**config.mk**
```make
export PLATFORM = sky130hd
export DESIGN_NAME = mmcm_cell
export DESIGN_NICKNAME = d
export VERILOG_FILES = /design/src/hdl/mmcm_pkg.sv /design/src/hdl/mmcm_cell.sv
export SDC_FILE = /design/constraint.sdc
export NUM_CORES = 1
export LEC_CHECK = 0
export ABC_AREA = 1
export BUFFER_PORTS_ARGS = -buffer_cell sky130_fd_sc_hd__buf_2
export CAP_MARGIN = 20
export CORE_MARGIN = 1.5
export CORE_UTILIZATION = 60
export DETAILED_ROUTE_END_ITERATION = 8
export HOLD_SLACK_MARGIN = 0.1
export PLACE_DENSITY = 0.79
export REMOVE_ABC_BUFFERS = 1
export SYNTH_ARGS = -nofsm -noshare
export SYNTH_HDL_FRONTEND = slang
export SYNTH_SLANG_ARGS = --single-unit
export TNS_END_PERCENT = 1
```
**constraint.sdc**
```tcl
create_clock -name clk -period 12.1 [get_ports clk]
set_clock_uncertainty 0.15 [all_clocks]
set_input_delay 2.42 -clock clk [delete_from_list [all_inputs] [get_ports clk]]
set_output_delay 2.42 -clock clk [all_outputs]
set_load 0.03 [all_outputs]
```
**src/hdl/mmcm_pkg.sv**
```systemverilog
// Shared types and constants for the column-major matrix multiply block.
`default_nettype none
package mmcm_pkg;

	localparam int PROD_W = 35;
	localparam int IDX_W  = 3;
	localparam int IN_W   = 16;
	localparam int DIM_W  = 4;

	typedef enum logic [1:0] {
		ACT_WR_A = 2'd0,
		ACT_WR_B = 2'd1,
		ACT_MUL  = 2'd2,
		ACT_NONE = 2'd3
	} action_t;

	typedef enum logic [1:0] {
		REG_A_ROWS = 2'd0,
		REG_A_COLS = 2'd1,
		REG_B_ROWS = 2'd2,
		REG_B_COLS = 2'd3
	} reg_idx_t;

	typedef struct packed {
		logic v_s1;
		logic clr;
		logic shift;
	} cell_ctrl_t;

endpackage
`default_nettype wire

```
**src/hdl/mmcm_cell.sv**
```systemverilog
// One row cell: holds a row of A, multiplies by the broadcast B element, accumulates, shifts out.
`default_nettype none
module mmcm_cell
	import mmcm_pkg::*;
#(
	parameter int MAX_DIM     = 8,
	parameter int VALUE_WIDTH = 16
) (
	input  wire logic                          clk,
	input  wire logic                          arst_n,
	input  wire logic                          wr_en,
	input  wire logic [$clog2(MAX_DIM)-1:0]    wr_col,
	input  wire logic signed [VALUE_WIDTH-1:0] wr_val,
	input  wire cell_ctrl_t                    ctrl,
	input  wire logic [$clog2(MAX_DIM)-1:0]    x_s1,
	input  wire logic signed [VALUE_WIDTH-1:0] b_s1,
	input  wire logic [PROD_W-1:0]             shift_in,
	output logic [PROD_W-1:0]                  acc_out
);
	localparam int FULL_W = (2 * VALUE_WIDTH > PROD_W) ? 2 * VALUE_WIDTH : PROD_W;

	logic signed [VALUE_WIDTH-1:0] a_q [MAX_DIM];
	logic signed [FULL_W-1:0]      prod_full;
	logic [PROD_W-1:0]             prod_s2;
	logic                          v_s2;
	logic [PROD_W-1:0]             acc_q;

	assign prod_full = a_q[x_s1] * b_s1;
	assign acc_out   = acc_q;

	always_ff @(posedge clk or negedge arst_n) begin
		if (!arst_n) begin
			for (int k = 0; k < MAX_DIM; k++) a_q[k] <= '0;
		end else if (wr_en) begin
			a_q[wr_col] <= wr_val;
		end
	end

	always_ff @(posedge clk or negedge arst_n) begin
		if (!arst_n) begin
			v_s2 <= 1'b0;
		end else begin
			v_s2 <= ctrl.v_s1;
		end
	end

	always_ff @(posedge clk) begin
		prod_s2 <= prod_full[PROD_W-1:0];
		if (ctrl.clr) begin
			acc_q <= '0;
		end else if (ctrl.shift) begin
			acc_q <= shift_in;
		end else if (v_s2) begin
			acc_q <= acc_q + prod_s2;
		end
	end

endmodule
`default_nettype wire

```
Word level (Yosys, flattened, before mapping)
Index checks and enable logic that the tools add are counted.
- register bits: 196
- output and inout bits: 35
- word-level logic and storage cells: 28
- $add $sub $neg: 1
- multiply operators: 1
- magnitude comparators: 3
- muxes and demuxes: 8
- bitwise gates (word level): 2
- reductions and logical operators: 2
- operators with widths (kind ; count):
    128-bit bitwise mux ; 1
    35-bit two-way mux ; 2
    16-bit binary-select mux with 3-bit select ; 1
    16-bit demux with 3-bit select ; 1
    16-bit two-way mux ; 3
    35-bit adder ; 1
    16-bit by 16-bit multiplier with 32-bit output ; 1
    4-bit >= comparator (second input constant) ; 2
    3-bit inverter with 4-bit output ; 2
    4-bit by 1-bit less-than comparator with 1-bit output (second input constant) ; 1
    2-bit nonzero test ; 1
    1-bit logical AND ; 1

Longest topological paths before layout
Gate-level depths: netlist of run 1.
- word-level depth: 6
- depth in mapped cells: 31
- mapped depth without buffers: 29

Least setup slack after synthesis of run 1
No wires, ideal clock.
- path kind: input to register
- start: input x_s1[1]
- end: register prod_s2[31] (netlist name)
- library setup time: 0.112 ns
- data arrival time: 7.977 ns
- data required time: 11.838 ns
- path slack: 3.861 ns
- stages on the path: 25
- buffers on the path: 3
- cell sequence: buf_4 clkbuf_2 o21ai_0 o221ai_1 nand2_1 buf_6 nor2_4 inv_2 fa_1 inv_1 fa_1 inv_1 fa_1 fa_1 fa_1 fa_1 inv_1 ha_1 nand2_1 nor2_1 nand2_1 or2_2 nand3_1 a21o_1 nand2_1
- cells in the longest elaborated chain, start to end: 5
- ends and longest elaborated chain (what ; RTL line ; text):
    from (decl) ; mmcm_cell.sv:15 ; input wire logic [$clog2(MAX_DIM)-1:0] x_s1,
    3-bit inverter with 4-bit output (implied by the code) ; mmcm_cell.sv:28 ; assign prod_full = a_q[x_s1] * b_s1;
    16-bit binary-select mux with 3-bit select ; mmcm_cell.sv:28 ;
    16-bit two-way mux (implied by the code) (2 in series) ; mmcm_cell.sv:28 ;
    16-bit by 16-bit multiplier with 32-bit output ; mmcm_cell.sv:28 ;
    named net prod_full[31] ; mmcm_cell.sv:23 ; logic signed [FULL_W-1:0] prod_full;
The timed path passes the listed nets, and every way through them passes these cells. The select of a mux whose other input is x is not followed.
A chain may end at the register's enable or synchronous reset.

Worst setup path in the final report of run 1
- start: input x_s1[0]
- end: register prod_s2[17]
- cells in the longest elaborated chain, start to end: 5
- ends and longest elaborated chain (what ; RTL line ; text):
    3-bit inverter with 4-bit output (implied by the code) ; mmcm_cell.sv:28 ;
    16-bit binary-select mux with 3-bit select ; mmcm_cell.sv:28 ;
    16-bit two-way mux (implied by the code) (2 in series) ; mmcm_cell.sv:28 ;
    16-bit by 16-bit multiplier with 32-bit output ; mmcm_cell.sv:28 ;
    named net prod_full[17] ; mmcm_cell.sv:23 ;
    to (signal assigned) ; mmcm_cell.sv:48 ; prod_s2 <= prod_full[PROD_W-1:0];
    to (decl) ; mmcm_cell.sv:24 ; logic [PROD_W-1:0] prod_s2;
The timed path passes the listed nets, and every way through them passes these cells. The select of a mux whose other input is x is not followed.

==> impl_metrics.ini, run 1 <==
[worst_setup_path]
crit_path_end_kind = flop
r2r_end = prod_s2[29]
reg2reg_slack_ns = 5.15
timing.rr.start = a_q[63]
path_class = primary input to flop
cp-start-kind = primary input
cp_max_fo = 65
cp_data_arrival_time_ns = 9.66
required_ns = 12.31
reg2reg_depth = 20

[clock_tree]
cts_resized = 0
clk_latency_ns = 0.47
clock-sinks = 196
clk_pin_slew_ns = 0.08
clockBufferDepth = 2
postCtsHoldBufs = 0
cts_tree = done
cts_root_buffer = clkbuf_16
cts_setup_buffers = 0
cts_made_buffers = 17
htree_levels = 4

[floorplanning]
start_util_pct = 61.6
fp.dieW_um = 186
die_h_um = 186
core-area_um2 = 32800
ios = 114
rows = 66
die_area_um2 = 34700

[finish]
final_util_pct = 66.3
antenna_cells = 0
fin_nets = 3069
area_growth_pct = 7.63
drive_gt1_share_pct = 7.93
final_area_um2 = 21700

[synthesis]
synth_edf_count = 0
synth_cell_type_count = 50
synth_area_um2 = 20200
synth.ff_latch_count = 196
syn_avg_cell_area_um2 = 7.92
synth_cells = 2548
async_flop_share_pct = 65.8
ys.flop_type = dfrtp_1
yosys_warnings = 0
ys_seq_area_share_pct = 22.6

[place]
place_hpwl_um = 42200
gp_congestion = 1.01
io_buffers = 113
placed_area_um2 = 21000

[run_status]
outcome = complete, no violations

[global_routing]
grt_usage_pct = 32.0
grt_pass1_wl_um = 88500
overflow = 0
grt_start_max_net_pins = 76
antenna_found_initial = 0
grt_pass1_vias = 17594

[timing]
worst_pin_slew_ns = 1.06
slew_headroom_pct = 29.2
slew_viol_final = 0
fmax_mhz = 106
setup_viol = 0
fin_setup_tns_ns = 0
period_needed_ns = 9.45
finalHoldViolCount = 0
rsz0062_at_grt = no
period_share_pct = 78.1

[worst_hold_path]
min_from = a_q[29]
whs_path_depth = 2
hold_class = flop to flop
hold_end = a_q[29]

[drt]
firstDrtPassIters = 7
vias = 17400
vias_per_cell = 5.68
totalWireLength_um = 53800
ant_nets = 0
wl_per_cell_um = 17.6
drtIter0Drc = 1614
drc = 0

[job]
cap_violations = 0
## layout by cell type (no fill, tap or decap), types with 17 or more instances in the layout
master,synthesis,routed
clkbuf_16,0,17
nand2_1,572,572
nor2_1,276,275
inv_1,472,472
ha_1,116,116
buf_2,21,112
o21ai_0,173,173
xor2_1,29,29
a22oi_1,26,26
a21oi_1,92,92
nand3_1,58,58
dfrtp_1,129,129
dfxtp_1,67,67
o211ai_1,17,17
fa_1,263,263
## stage by stage
stage	worst slack (ns)	hold slack, ns	cells
2_1_floorplan	3.60	0.298	2465
3_3_place_gp	2.37	0.312	3029
3_5_place_dp	2.28	0.319	3031
4_1_cts	2.79	0.336	3063
5_1_grt	2.38	0.355	3066
6_report	2.65	0.336	3066
## worst max path at each step
stage	startpoint	end	slack, ns	cells after the start
3_5_place_dp	x_s1[0]	prod_s2[29]	2.28	22
4_1_cts	x_s1[0]	prod_s2[29]	2.79	22
2_1_floorplan	x_s1[0]	prod_s2[31]	3.60	23
5_1_grt	x_s1[0]	prod_s2[29]	2.38	22
3_3_place_gp	x_s1[0]	prod_s2[29]	2.37	22
6_report	x_s1[0]	prod_s2[17]	2.65	25
## flip-flops by register name, indices dropped and copies added (netlist names)
signal   flops
v_s2         1
a_q        128
acc_out     35
prod_s2     32
## synth_stat cells (5+ instances only)
| cell | n | area share, % |
|---|---|---|
| a31oi_1 | 9 | 0.28 |
| dfrtp_1 | 129 | 16 |
| buf_6 | 5 | 0.28 |
| fa_1 | 263 | 26 |
| nand2_1 | 572 | 11 |
| nand2_2 | 6 | 0.19 |
| buf_4 | 8 | 0.30 |
| clkbuf_1 | 44 | 0.82 |
| xor2_1 | 29 | 1.3 |
| o21bai_1 | 10 | 0.37 |
| o221ai_1 | 16 | 0.69 |
| a22oi_1 | 26 | 0.97 |
| nand3b_1 | 7 | 0.26 |
| nor2_1 | 276 | 5.1 |
| nand4_1 | 11 | 0.34 |
| inv_2 | 16 | 0.30 |
| inv_1 | 472 | 8.8 |
| ha_1 | 116 | 7.2 |
| nor2_4 | 6 | 0.33 |
| dfxtp_1 | 67 | 6.6 |
| a21oi_1 | 92 | 2.3 |
| xnor2_1 | 13 | 0.56 |
| buf_2 | 21 | 0.52 |
| nand3_1 | 58 | 1.4 |
| o211ai_1 | 17 | 0.63 |
| nor3_1 | 8 | 0.20 |
| o21ai_0 | 173 | 4.3 |
| o311ai_1 | 14 | 0.61 |
| mux2i_1 | 16 | 0.79 |
## per-layer routing
| layer | wire (um) | share of wire, % | track usage, % |
|---|---|---|---|
| met1 | 22200 | 41 | 42.5 |
| met2 | 25000 | 46 | 51.6 |
| met3 | 4430 | 8.2 | 5.77 |
| met4 | 2210 | 4.1 | 14.1 |
| met5 | 0 | 0 | 0 |
## cells by family after synthesis
kind of cell,synth area share [%]
AND/OR/NAND/NOR,19.2
buffers and inverters,11.1
AO/OA/AOI/OAI,11.1
adder cells (fa/ha/maj),33.3
flip-flops,22.6
XOR/XNOR,1.82
multiplexers,0.793
## area by class of cell
type | count | area (um2)
clock inverters | 10 | 170
clock buffers | 22 | 454
flip-flops and latches | 196 | 4570
repair buffers | 127 | 761
inverters | 489 | 1840
multi-input cells | 1780 | 13400
well taps | 442 | 553
fillers | 2750 | 11100
## worst max-delay path: stages
cell	delay, ns
buf_2	0.29
buf_4	0.67
nor2_1	0.14
o311ai_1	0.33
nand2_1	0.31
inv_2	0.32
nand2_1	0.13
fa_1	0.55
fa_1	0.55
inv_1	0.05
fa_1	0.49
inv_1	0.06
fa_1	0.54
inv_1	0.05
fa_1	0.47
inv_1	0.05
fa_1	0.47
inv_1	0.04
ha_1	0.36
nand2_1	0.14
nor2_1	0.18
nand4_1	0.11
o21ai_1	0.43
a31oi_1	0.18
xnor2_1	0.28
Power of run 1 is not shown: default switching activity piles up to over one toggle a cycle in this logic, so the estimate is an artifact.
==> run 2: changes to the inputs <==
Clock period 12.1 ns to 9.25 ns, I/O delays scaled along.
==> impl_metrics.ini, run 2 (synthesis results as in run 1) <==
[run_status]
outcome = complete, no violations

[worst_setup_path]
crit_slowest_cell = fa_1
crit_chain = buf_2, inv_1, o221ai_1, nand2_1, buf_4, nor2_4, fa_1, fa_1, fa_1, fa_1, fa_1, inv_1, fa_1, inv_1, ha_1, a21oi_1, o21ai_0, a211oi_1, o211ai_1, xor2_1
reg2reg_slack_ns = 2.50
crit_path_end_kind = flop
cp_max_fo = 17
cp_data_arrival_time_ns = 8.63
path_class = primary input to flop
path_common_cell = fa_1
cp_top_family = adder cells
cp-start-kind = primary input
cp_slowest_stage_delay_ns = 0.86
required_ns = 9.43
cp_num_buf_inv = 5

[clock_tree]
clockBufferDepth = 2
cts_resized = 0
cts_tree = done
htree_levels = 4
postCtsHoldBufs = 0
cts_root_buffer = clkbuf_16
cts_setup_buffers = 0
clk_pin_slew_ns = 0.08
clk_latency_ns = 0.47
clock-sinks = 196
cts_made_buffers = 17

[timing]
slew_headroom_pct = 27.9
fmax_mhz = 118
rsz0062_at_grt = no
finalHoldViolCount = 0
period_share_pct = 91.4
period_needed_ns = 8.45
slew_viol_final = 0
setup_viol = 0
fin_setup_tns_ns = 0
worst_pin_slew_ns = 1.08

[finish]
layout_commonest_cell = nand2_1
fin_nets = 3080
drive_gt1_share_pct = 8.43
largest_reg_flops = 128
antenna_cells = 0
layout_common_cells = nand2_1 (572), inv_1 (472), nor2_1 (275)
area_growth_pct = 7.88
top_register = a_q

[job]
cap_violations = 0

[place]
io_buffers = 113
gp_congestion = 0.968
place_hpwl_um = 43200

[global_routing]
overflow = 0
antenna_found_initial = 0
grt_start_max_net_pins = 84
grt_pass1_wl_um = 91200
grt_usage_pct = 33.0
grt_pass1_vias = 17984

[drt]
ant_nets = 0
totalWireLength_um = 54700
vias_per_cell = 5.61
vias = 17251
drc = 0
drtIter0Drc = 1491
wl_per_cell_um = 17.8
firstDrtPassIters = 5

[worst_hold_path]
hold_class = flop to flop

[floorplanning]
ios = 114
fp.dieW_um = 186
die_area_um2 = 34700
rows = 66
core-area_um2 = 32800
start_util_pct = 61.6
die_h_um = 186
-- run 2: changes by cell type in the layout (fill, tap and decap cells not counted) --
cell,delta
clkinv_8,+1
buf_8,+1
buf_4,+10
bufinv_16,-3
inv_8,+1
clkinv_4,+4
clkbuf_1,-3
-- run 2: metrics by stage --
| stage | setup slack, ns | cells | util (%) | cell area [um2] | hold slack (ns) |
|---|---|---|---|---|---|
| finish | 0.800 | 3077 | 66.4 | 21800 | 0.335 |
| floorplan | 1.32 | 2465 | - | 19800 | 0.298 |
| global route | 0.596 | 3077 | 66.4 | 21800 | 0.361 |
| detailed placement | 0.438 | 3039 | 64.2 | 21000 | 0.319 |
| CTS | 0.905 | 3071 | 66.0 | 21600 | 0.339 |
| global placement | 0.404 | 3039 | 64.2 | 21000 | 0.311 |
-- run 2: final timing paths --
path,startpoint,endpoint,depth (start not counted)
max in group asynchronous,arst_n,v_s2,3
min,a_q[87],a_q[87],2
min reg2reg,a_q[87],a_q[87],2
max reg2reg,a_q[15],prod_s2[29],21
max,x_s1[2],prod_s2[29],20
min in group asynchronous,arst_n,a_q[126],1
-- run 2: worst register-to-register path, cell delays in order, from the launching register on --
cell and delay [ns]:
dfrtp_1 0.38, inv_1 0.08, nand2_1 0.05, o211ai_1 0.14, o311ai_2 0.14, nand2_1 0.10, buf_4 0.28, nor2_4 0.11
fa_1 0.65, fa_1 0.87, fa_1 0.54, fa_1 0.51, fa_1 0.49, inv_1 0.05, fa_1 0.48, inv_1 0.05
ha_1 0.34, a21oi_1 0.29, o21ai_0 0.16, a211oi_1 0.34, o211ai_1 0.23, xor2_1 0.19
-- run 2: area by class of cell --
cell class                 count  area (um2)
tap                          442         553
fill                        2819       11000
inverter                     489        1840
multi-input combinational   1780       13400
clock buffer                  19         443
sequential                   196        4570
timing repair buffer         138         851
clock inverter                13         143
-- run 2: per-layer routing --
| metal | track usage, % | vias up | share of wire, % |
|---|---|---|---|
| li1 | - | 8031 | - |
| met1 | 43.6 | 8332 | 41 |
| met2 | 54.2 | 747 | 47 |
| met3 | 6.55 | 141 | 8.4 |
| met4 | 12.4 | 0 | 3.5 |
| met5 | 0 | - | 0 |
Power of run 2 is left out for the same reason.
